===== config.mk =====
export PLATFORM = sky130hd
export DESIGN_NAME = greedy_change_dispenser
export DESIGN_NICKNAME = d
export VERILOG_FILES = /design/src/sv/gcd_pkg.sv /design/src/sv/gcd_cell.sv /design/src/sv/gcd_div.sv /design/src/sv/greedy_change_dispenser.sv
export SDC_FILE = /design/constraint.sdc
export NUM_CORES = 1
export LEC_CHECK = 0
export ABC_AREA = 1
export BUFFER_PORTS_ARGS = -buffer_cell sky130_fd_sc_hd__buf_2
export CORE_AREA = 8 8 304 306
export CTS_BUF_LIST = sky130_fd_sc_hd__clkbuf_16
export DETAILED_ROUTE_END_ITERATION = 8
export DIE_AREA = 0 0 312 314
export GPL_TIMING_DRIVEN = 1
export PLACE_DENSITY_LB_ADDON = 0.12
export SETUP_SLACK_MARGIN = 0.02
export SLEW_MARGIN = 20
export SYNTH_ARGS = -nofsm -noshare
export SYNTH_HDL_FRONTEND = slang
export SYNTH_SLANG_ARGS = --single-unit

===== constraint.sdc =====
create_clock -name clk -period 8.7 [get_ports clk]
set_clock_uncertainty 0.2 [all_clocks]
set_input_delay 1.74 -clock clk [delete_from_list [all_inputs] [get_ports clk]]
set_output_delay 1.74 -clock clk [all_outputs]
set_load 0.02 [all_outputs]

===== src/sv/gcd_pkg.sv =====
package gcd_pkg;

    localparam int MAX_UNITS = 8;
    localparam int CNT_W     = $clog2(MAX_UNITS + 1);
    localparam int IDX_W     = (MAX_UNITS > 1) ? $clog2(MAX_UNITS) : 1;
    localparam int DATA_W    = 32;
    localparam int DIV_W     = $clog2(DATA_W + 1);

    typedef enum logic [1:0] {
        MODE_LOAD     = 2'd0,
        MODE_DISPENSE = 2'd1,
        MODE_CLEAR    = 2'd2,
        MODE_NONE     = 2'd3
    } mode_t;

    typedef enum logic [2:0] {
        ST_IDLE,
        ST_SHIFT,
        ST_DIV,
        ST_OUT,
        ST_EMPTY
    } state_t;

    // insert control broadcast to every cell
    typedef struct packed {
        logic              ins;
        logic [DATA_W-1:0] val;
    } cell_ctl_t;

endpackage


===== src/sv/gcd_cell.sv =====
// one table slot: compares against the new word and takes either the new
// word or its upper neighbor's value, so the row stays sorted descending
module gcd_cell
    import gcd_pkg::*;
(
    input  logic              clk,
    input  cell_ctl_t         ctl,
    input  logic              valid_in,
    input  logic              prev_valid,
    input  logic              prev_ge,
    input  logic [DATA_W-1:0] prev_val,
    output logic              ge,
    output logic [DATA_W-1:0] val
);

    logic [DATA_W-1:0] val_reg;

    // entry stays in front of the new word when it is valid and not smaller
    assign ge  = valid_in && (val_reg >= ctl.val);
    assign val = val_reg;

    always_ff @(posedge clk)
    begin
        if (ctl.ins && !ge)
        begin
            if (prev_valid && !prev_ge)
                val_reg <= prev_val;
            else
                val_reg <= ctl.val;
        end
    end

endmodule


===== src/sv/gcd_div.sv =====
// restoring divider, one quotient bit per cycle
module gcd_div
    import gcd_pkg::*;
(
    input  logic              clk,
    input  logic              rst_n,
    input  logic              start,
    input  logic [DATA_W-1:0] dividend,
    input  logic [DATA_W-1:0] divisor,
    output logic              done,
    output logic [DATA_W-1:0] quot,
    output logic [DATA_W-1:0] rem
);

    logic [DATA_W-1:0] q_reg, r_reg, d_reg;
    logic [DIV_W-1:0]  cnt_reg;
    logic              busy_reg;
    logic              done_reg;
    logic [DATA_W:0]   trial;
    logic [DATA_W:0]   sub;

    assign trial = {r_reg, q_reg[DATA_W-1]};
    assign sub   = trial - {1'b0, d_reg};

    always_ff @(posedge clk or negedge rst_n)
    begin
        if (!rst_n)
        begin
            busy_reg <= 1'b0;
            cnt_reg  <= '0;
            done_reg <= 1'b0;
        end
        else
        begin
            // done follows the cycle of the final step, once quot and rem hold it
            done_reg <= busy_reg && (cnt_reg == DIV_W'(1));
            if (start)
            begin
                busy_reg <= 1'b1;
                cnt_reg  <= DIV_W'(DATA_W);
            end
            else if (busy_reg)
            begin
                cnt_reg <= cnt_reg - DIV_W'(1);
                if (cnt_reg == DIV_W'(1))
                    busy_reg <= 1'b0;
            end
        end
    end

    always_ff @(posedge clk)
    begin
        if (start)
        begin
            q_reg <= dividend;
            r_reg <= '0;
            d_reg <= divisor;
        end
        else if (busy_reg)
        begin
            if (!sub[DATA_W])
            begin
                r_reg <= sub[DATA_W-1:0];
                q_reg <= {q_reg[DATA_W-2:0], 1'b1};
            end
            else
            begin
                r_reg <= trial[DATA_W-1:0];
                q_reg <= {q_reg[DATA_W-2:0], 1'b0};
            end
        end
    end

    assign done = done_reg;
    assign quot = q_reg;
    assign rem  = r_reg;

endmodule


===== src/sv/greedy_change_dispenser.sv =====
// load, clear and unused mode complete without leaving idle
// dispense: per table entry a setup state that waits for a free output
//   slot, the divide unless the remainder is zero, then an output state
// empty table dispense: one status word
// one word in flight at a time; the serial divider sets throughput
// reset clears the entry count; table contents stay undefined until loaded
module greedy_change_dispenser
    import gcd_pkg::*;
(
    input  logic              clk,
    input  logic              rst_n,
    input  logic              in_valid,
    output logic              in_ready,
    input  logic [1:0]        mode,
    input  logic [DATA_W-1:0] denomination,
    input  logic [DATA_W-1:0] amount,
    output logic              out_valid,
    input  logic              out_ready,
    output logic [DATA_W-1:0] unit_value,
    output logic [DATA_W-1:0] unit_count,
    output logic [DATA_W-1:0] remainder,
    output logic              status,
    output logic              last
);

    state_t            state_reg, state_next;
    logic [CNT_W-1:0]  entries_reg;
    logic [IDX_W-1:0]  idx_reg;
    logic [DATA_W-1:0] rem_reg;
    logic [DATA_W-1:0] ov_reg, oc_reg, or_reg;
    logic              ost_reg, olast_reg, ovalid_reg;
    cell_ctl_t         ctl;
    logic [DATA_W-1:0] cval [MAX_UNITS];
    logic              cge  [MAX_UNITS];
    logic              cvld [MAX_UNITS];
    logic              div_start, div_done;
    logic [DATA_W-1:0] div_q, div_r, cur_val;
    logic              is_last, take;

    assign take     = in_valid && in_ready;
    assign in_ready = (state_reg == ST_IDLE);
    assign ctl.ins  = take && (mode == MODE_LOAD) && (denomination != '0)
                      && (entries_reg < CNT_W'(MAX_UNITS));
    assign ctl.val  = denomination;

    genvar g;
    generate
        for (g = 0; g < MAX_UNITS; g++)
        begin : g_cell
            assign cvld[g] = (entries_reg > CNT_W'(g));
            if (g == 0)
            begin : g_first
                gcd_cell u_cell (
                    .clk(clk), .ctl(ctl), .valid_in(cvld[g]),
                    .prev_valid(1'b0), .prev_ge(1'b1), .prev_val('0),
                    .ge(cge[g]), .val(cval[g])
                );
            end
            else
            begin : g_rest
                gcd_cell u_cell (
                    .clk(clk), .ctl(ctl), .valid_in(cvld[g]),
                    .prev_valid(cvld[g-1]), .prev_ge(cge[g-1]),
                    .prev_val(cval[g-1]), .ge(cge[g]), .val(cval[g])
                );
            end
        end
    endgenerate

    assign cur_val = cval[idx_reg];
    assign is_last = (CNT_W'(idx_reg) + CNT_W'(1)) == entries_reg;

    gcd_div u_div (
        .clk(clk), .rst_n(rst_n), .start(div_start),
        .dividend(rem_reg), .divisor(cur_val),
        .done(div_done), .quot(div_q), .rem(div_r)
    );

    always_comb
    begin
        state_next = state_reg;
        div_start  = 1'b0;
        case (state_reg)
            ST_IDLE:
                if (take && mode == MODE_DISPENSE)
                    state_next = (entries_reg == '0) ? ST_EMPTY : ST_SHIFT;
            ST_SHIFT:
                if (!ovalid_reg || out_ready)
                begin
                    if (rem_reg != '0)
                    begin
                        div_start  = 1'b1;
                        state_next = ST_DIV;
                    end
                    else
                        state_next = ST_OUT;
                end
            ST_DIV:
                if (div_done)
                    state_next = ST_OUT;
            ST_OUT:
                state_next = is_last ? ST_IDLE : ST_SHIFT;
            ST_EMPTY:
                if (!ovalid_reg || out_ready)
                    state_next = ST_IDLE;
            default:
                state_next = ST_IDLE;
        endcase
    end

    always_ff @(posedge clk or negedge rst_n)
    begin
        if (!rst_n)
        begin
            state_reg   <= ST_IDLE;
            entries_reg <= '0;
            ovalid_reg  <= 1'b0;
            idx_reg     <= '0;
        end
        else
        begin
            state_reg <= state_next;
            if (state_reg == ST_OUT || (state_reg == ST_EMPTY && (!ovalid_reg || out_ready)))
                ovalid_reg <= 1'b1;
            else if (ovalid_reg && out_ready)
                ovalid_reg <= 1'b0;
            if (ctl.ins)
                entries_reg <= entries_reg + CNT_W'(1);
            else if (take && mode == MODE_CLEAR)
                entries_reg <= '0;
            if (take)
                idx_reg <= '0;
            if (state_reg == ST_OUT)
                idx_reg <= idx_reg + IDX_W'(1);
        end
    end

    // st_out is entered only with the output slot free
    always_ff @(posedge clk)
    begin
        if (take)
            rem_reg <= amount;
        if (state_reg == ST_SHIFT && (!ovalid_reg || out_ready))
            oc_reg <= '0;
        if (div_done)
        begin
            oc_reg  <= div_q;
            rem_reg <= div_r;
        end
        if (state_reg == ST_OUT)
        begin
            ov_reg    <= cur_val;
            or_reg    <= rem_reg;
            ost_reg   <= 1'b0;
            olast_reg <= is_last;
        end
        if (state_reg == ST_EMPTY && (!ovalid_reg || out_ready))
        begin
            ov_reg    <= '0;
            oc_reg    <= '0;
            or_reg    <= rem_reg;
            ost_reg   <= 1'b1;
            olast_reg <= 1'b1;
        end
    end

    assign out_valid  = ovalid_reg;
    assign unit_value = ov_reg;
    assign unit_count = oc_reg;
    assign remainder  = or_reg;
    assign status     = ost_reg;
    assign last       = olast_reg;

    a_entries_max: assert property (@(posedge clk) disable iff (!rst_n)
        entries_reg <= CNT_W'(MAX_UNITS))
        else $error("entry count overflow");
    a_ready_idle: assert property (@(posedge clk) disable iff (!rst_n)
        in_ready |-> state_reg == ST_IDLE)
        else $error("ready outside idle");
    a_div_done: assert property (@(posedge clk) disable iff (!rst_n)
        div_done |-> state_reg == ST_DIV)
        else $error("divider finished outside divide state");
    a_out_free: assert property (@(posedge clk) disable iff (!rst_n)
        state_reg == ST_OUT |-> !ovalid_reg)
        else $error("output word overwritten");

endmodule

## Word level (Yosys, flattened, before mapping)

Cells that the tools add are included.

- Register bits after elaboration: 501
- Input port bits: 70
- Output and inout bits: 100

- Add/sub/neg operators: 5
- Order comparisons: 18
- Equality and inequality tests: 12
- Muxes and demuxes: 42
- Bitwise gates (word level): 1
- Reduce and logical (&&, ||, !) cells: 57

Operators with widths:

| operator | count |
|---|---|
| 32-bit two-way mux | 18 |
| 32-bit >= comparator | 8 |
| 32-bit binary-select mux with 3-bit select | 1 |
| 32-bit nonzero test | 2 |
| 1-bit logical AND | 33 |
| 33-bit by 32-bit subtractor with 33-bit output | 1 |
| 3-bit two-way mux | 7 |
| 4-bit by 3-bit > comparator with 1-bit output (second input constant) | 4 |
| 3-bit case mux with 5 select lines | 1 |
| 2-bit nonzero test | 7 |
| 6-bit two-way mux | 2 |
| 1-bit two-way mux | 11 |
| 1-bit zero test | 9 |
| 4-bit by 1-bit > comparator with 1-bit output (second input constant) | 2 |
| 4-bit by 2-bit > comparator with 1-bit output (second input constant) | 2 |
| 4-bit two-way mux | 2 |
| 3-bit by 2-bit equality test with 1-bit output (second input constant) | 2 |
| 6-bit by 1-bit equality test with 1-bit output (second input constant) | 1 |
| 6-bit by 1-bit subtractor with 6-bit output (second input constant) | 1 |
| 3-bit by 1-bit adder with 4-bit output (second input constant) | 1 |
| 4-bit by 1-bit adder with 4-bit output (second input constant) | 1 |
| 4-bit equality test | 1 |
| 4-bit >= comparator (second input constant) | 1 |
| 4-bit zero test | 1 |
| other kinds (13) | 16 |

## Longest topological paths before layout

- Depth in word-level cells: 6
- Gate-level depth with buffers: 18
- Mapped depth without buffers: 17

## By module

From an unflattened synthesis, not the netlist that was laid out.

- Cell total of the unflattened synthesis: 4089
- Area, all modules: 32119.6 um^2

Modules (own cells, without submodules):

| module | instances | cells an instance | area an instance (um^2) | seq. area each (um^2) |
|---|---|---|---|---|
| gcd_cell | 8 | 245 | 2170.8 | 960.9 |
| greedy_change_dispenser | 1 | 1099 | 7818.7 | 3518.4 |
| gcd_div | 1 | 1030 | 6934.2 | 2762.6 |

## Worst setup path before layout

OpenSTA, ideal clock, no wires.

- Path kind: input-to-reg
- Start point: in denomination[19]
- End point: reg g_cell[2].g_rest.u_cell.val_reg[0] (enable)
- Arrival time: 4.882 ns
- Required time: 8.068 ns
- Slack: 3.186 ns
- Stages on the path: 11
- Buffers on the path: 1
- Cell sequence: clkbuf_1 > inv_1 > ha_1 > a21o_1 > o21bai_1 > nand3_1 > nand2_1 > nand2_1 > a21oi_1 > nand2_1 > a21oi_1

- Cells in the longest elaborated chain, start to end: 4
- Elaborated cells between the ends (all ways): 7
- Classes of those cells: 1 x order compare; 6 x reduce/logical

Ends and longest elaborated chain:

| item | line | text |
|---|---|---|
| from (decl) | greedy_change_dispenser.sv:15 | `input logic [DATA_W-1:0] denomination,` |
| 32-bit >= comparator / 32-bit nonzero test (equally long branches) | gcd_cell.sv:19, greedy_change_dispenser.sv:42 |  |
| 1-bit logical AND, on equally long branches | gcd_cell.sv:19, greedy_change_dispenser.sv:42 |  |
| 1-bit zero test / 1-bit logical AND (equally long branches) | gcd_cell.sv:24, greedy_change_dispenser.sv:43 |  |
| 1-bit logical AND * | gcd_cell.sv:24 | `if (ctl.ins && !ge)` |
| to (signal assigned) | gcd_cell.sv:27 | `val_reg <= prev_val;` |
| to (signal assigned) | gcd_cell.sv:29 | `val_reg <= ctl.val;` |
| to (decl) | gcd_cell.sv:16 | `logic [DATA_W-1:0] val_reg;` |

Every way passes the cells marked *; elsewhere a longest branch is shown, timed or not.
A chain may end at the register's enable or synchronous reset.

## Final worst setup path

- Start point: in denomination[19]
- End point: reg g_cell[4].g_rest.u_cell.val_reg[15], data pin

- Cells in the longest elaborated chain, start to end: 5

Ends and longest elaborated chain:

| item | line | text |
|---|---|---|
| 32-bit >= comparator | gcd_cell.sv:19 | `assign ge = valid_in && (val_reg >= ctl.val);` |
| 1-bit logical AND | gcd_cell.sv:19 |  |
| 1-bit zero test | gcd_cell.sv:26 | `if (prev_valid && !prev_ge)` |
| 1-bit logical AND | gcd_cell.sv:26 |  |
| 32-bit two-way mux | gcd_cell.sv:26 |  |
| to (signal assigned) | gcd_cell.sv:27 |  |
| to (signal assigned) | gcd_cell.sv:29 |  |
| to (decl) | gcd_cell.sv:16 |  |

No other way between the ends.

==> flow_summary.json <==
{
  "placed_area_sq_mm": 0.0324,
  "grt_pass1_wl_um": 165000,
  "max_stage_delay_ps": 820,
  "yosysSeqAreaShare_pct": 45.9,
  "power_density_mw_per_mm2": 326,
  "rsz0062_at_grt": "false",
  "crit_family": "buffers and inverters",
  "crit_path_start": "denomination[19]",
  "avgSynthCellArea_sq_um": 8.16,
  "numPortBuffers": 169,
  "dieArea_sq_mm": 0.0980,
  "drt_iter0_markers": 2263,
  "clk_latency_ps": 670,
  "hold_class": "reg2reg",
  "ir_worst_vdd_mv": 0.164,
  "clock-root-buffer": "clkbuf_16",
  "top_layer": "met5",
  "p_leak_nw": 15.9,
  "fmax_mhz": 197,
  "initial_core_util_pct": 34.7,
  "numCtsBuffers": 59,
  "cp_num_cells": 12,
  "worst_setup_path_start_kind": "primary input",
  "cts_resized": 0,
  "ys.flop_type": "edfxtp_1",
  "drive_above_1_share_pct": 9.14,
  "fillers": 9103,
  "fin_cells": 5031,
  "fin_crit_ps": 5070,
  "syn-instance-count": 3725,
  "fin_crit_sh_pct": 58.3,
  "cts_max_path_buffers": 3,
  "r2r_start": "idx_reg[0]$_DFFE_PN0P_",
  "cp_max_fo": 48,
  "met1Wirelength_um": 49000,
  "wirelength_um": 111000,
  "synthToLayoutAreaGrowth_pct": 12.8,
  "final_cell_area_sq_mm": 0.0343,
  "cts_htree_levels": 2,
  "num-nets-final": 4149,
  "status": "completed",
  "core_sq_mm": 0.0876,
  "r2r_cells": 11,
  "wl_per_cell_um": 22.1,
  "firstDrtPassIters": 6,
  "rrSetupSlack_ps": 4770,
  "cts_setup_buffers": 0,
  "grt_pass1_vias": 25000,
  "via_per_inst": 5.10,
  "critPathRequiredTime_ps": 8880,
  "synth_cell_types": 45,
  "total_power_mw": 11.2,
  "endpoint": "g_cell[4].g_rest.u_cell.val[15]$_DFFE_PP_",
  "path_class": "in2reg",
  "path_buf_inv": 3,
  "multi_input_area_sq_mm": 0.0140,
  "yosysWarnings": 0,
  "gp_congestion": 0.911,
  "tns_ps": 0,
  "cp_slowest_cell": "nand4_1",
  "largest_reg_flops": 224,
  "routed-wl-met2_um": 52300,
  "async_flop_share_pct": 3.79,
  "synth_edf_count": 384,
  "worst_pin_slew_ps": 1140,
  "grt_overflow": 0,
  "row_count": 109,
  "slew_viol_final": 0,
  "syn_nets": 4058,
  "numPlacedInstances": 4919,
  "path_cells": "buf_2, inv_1, ha_1, a21oi_1, o21ai_0, nand2_1, nand3_1, a21oi_1, nand4_1, buf_4, nand2_1, o21ai_0",
  "hpwl_um": 79100,
  "antenna_found_initial": 6,
  "dieHeight_um": 314,
  "seqCellArea_sq_mm": 0.0140,
  "die_w_um": 312,
  "drt.antenna.violating_nets": 0,
  "final_util_pct": 39.2,
  "grt_usage_pct": 22.1,
  "final_hold_viol_count": 0,
  "crit_arrival_ps": 5250,
  "path_clk_slew_ps": 60,
  "grt_max_degree": 71,
  "drcViolationCount": 0,
  "ys_ff_latch": 501,
  "syn_area_sq_mm": 0.0304,
  "cts_hold_buf": 0,
  "slew_headroom_pct": 23.3,
  "cts_sinks": 501,
  "cap_violations": 0,
  "io_pins": 170,
  "vias": 25700,
  "route.met3.wl_um": 7450,
  "cts_tree": "yes",
  "rr_endpoint": "state_reg[0]$_DFFE_PN0P_",
  "critPathCaptureType": "register",
  "finalSetupViolCount": 0
}
-- final cells by class --
type                       count  area share, %
antenna                        3         0.0219
clock buffer                  61           4.45
clock inverter                47          0.912
inverter                     493           5.40
multi-input combinational   2548           40.8
sequential                   501           40.8
tap                         1165           4.25
timing repair buffer         213           3.45
-- how the worst min path moves through the flow --
stage,from,end,slack [ps],cells after the start
6_report,rem_reg[9]$_DFFE_PP_,remainder[9]$_DFFE_PP_,250,0
5_1_grt,rem_reg[9]$_DFFE_PP_,remainder[9]$_DFFE_PP_,250,0
2_1_floorplan,rem_reg[10]$_DFFE_PP_,remainder[10]$_DFFE_PP_,230,0
3_5_place_dp,rem_reg[9]$_DFFE_PP_,remainder[9]$_DFFE_PP_,230,0
4_1_cts,rem_reg[9]$_DFFE_PP_,remainder[9]$_DFFE_PP_,250,0
3_3_place_gp,rem_reg[8]$_DFFE_PP_,remainder[8]$_DFFE_PP_,230,0
-- where the power goes --
part           internal [mW]  switching, mW
clock network           1.33           1.09
logic                   1.45           3.48
registers               3.38          0.441
-- cell families (layout without fill, tap and decap cells) --
kind of cell	after synthesis	count (layout)	share of synthesized area, %
buffers and inverters	676	814	8.59
AOI/OAI and AO/OA	708	708	12.6
adders and majority gates	263	263	10.8
and+or+nand+nor	1555	1555	21.3
xor gates and xnor gates	22	22	0.634
DFF	501	501	45.9
other	0	3	0
-- cells in the mapped netlist (all sizes together), types with 2 or more instances --
cell | n | area (sq um)
a21o | 6 | 45.0
a21oi | 219 | 1100
a22o | 32 | 280
a31oi | 32 | 200
and2 | 3 | 18.8
buf | 39 | 221
clkbuf | 144 | 541
clkinv | 2 | 7.51
dfrtp | 19 | 475
dfxtp | 98 | 1960
edfxtp | 384 | 11500
ha | 262 | 3280
inv | 491 | 1840
nand2 | 1123 | 4250
nand3 | 82 | 420
nand3b | 2 | 15.0
nand4 | 128 | 820
nor2 | 168 | 643
nor3 | 22 | 120
nor4 | 17 | 125
nor4b | 4 | 35.0
o211ai | 33 | 248
o21a | 4 | 30.0
o21ai | 369 | 1850
o21bai | 4 | 30.0
o22ai | 4 | 25.0
o31ai | 3 | 22.5
or2 | 5 | 31.3
xnor2 | 15 | 131
xor2 | 7 | 61.3
-- metal layers --
| metal | vias to the layer above | track usage [%] |
|---|---|---|
| li1 | 12700 | - |
| met1 | 12000 | 29.3 |
| met2 | 849 | 37.4 |
| met3 | 143 | 3.94 |
| met4 | 2 | 5.25 |
| met5 | - | 0 |
-- stage by stage --
step	hold WS (ps)	setup slack (ps)
after floorplan	226	3190
after global placement	229	3060
after detailed placement	232	3020
after CTS	246	3690
after global routing	249	3510
final	245	3630
-- cell usage in the layout (no fill, tap or decap), types with 5 or more instances in the layout --
cell / synthesis / final
dfxtp_1: 98 / 98
dfrtp_1: 19 / 17
inv_1: 485 / 493
or2_2: 5 / 5
clkbuf_16: 0 / 61
o21ai_0: 363 / 362
clkinv_1: 2 / 16
xnor2_1: 15 / 15
a21oi_1: 219 / 209
nand2_1: 1114 / 1113
a22o_1: 32 / 32
edfxtp_1: 384 / 384
a31oi_1: 32 / 32
nor2_1: 163 / 160
nor4_1: 14 / 14
nand4_1: 125 / 125
a21oi_4: 0 / 9
xor2_1: 7 / 7
clkinv_2: 0 / 11
nand2_2: 6 / 7
buf_2: 30 / 169
ha_1: 262 / 262
nor2_2: 5 / 7
a21o_1: 6 / 6
buf_4: 0 / 43
nor3_1: 20 / 20
o211ai_1: 33 / 33
nand3_1: 80 / 80
inv_2: 6 / 8
(Power assumes the default switching activity.)
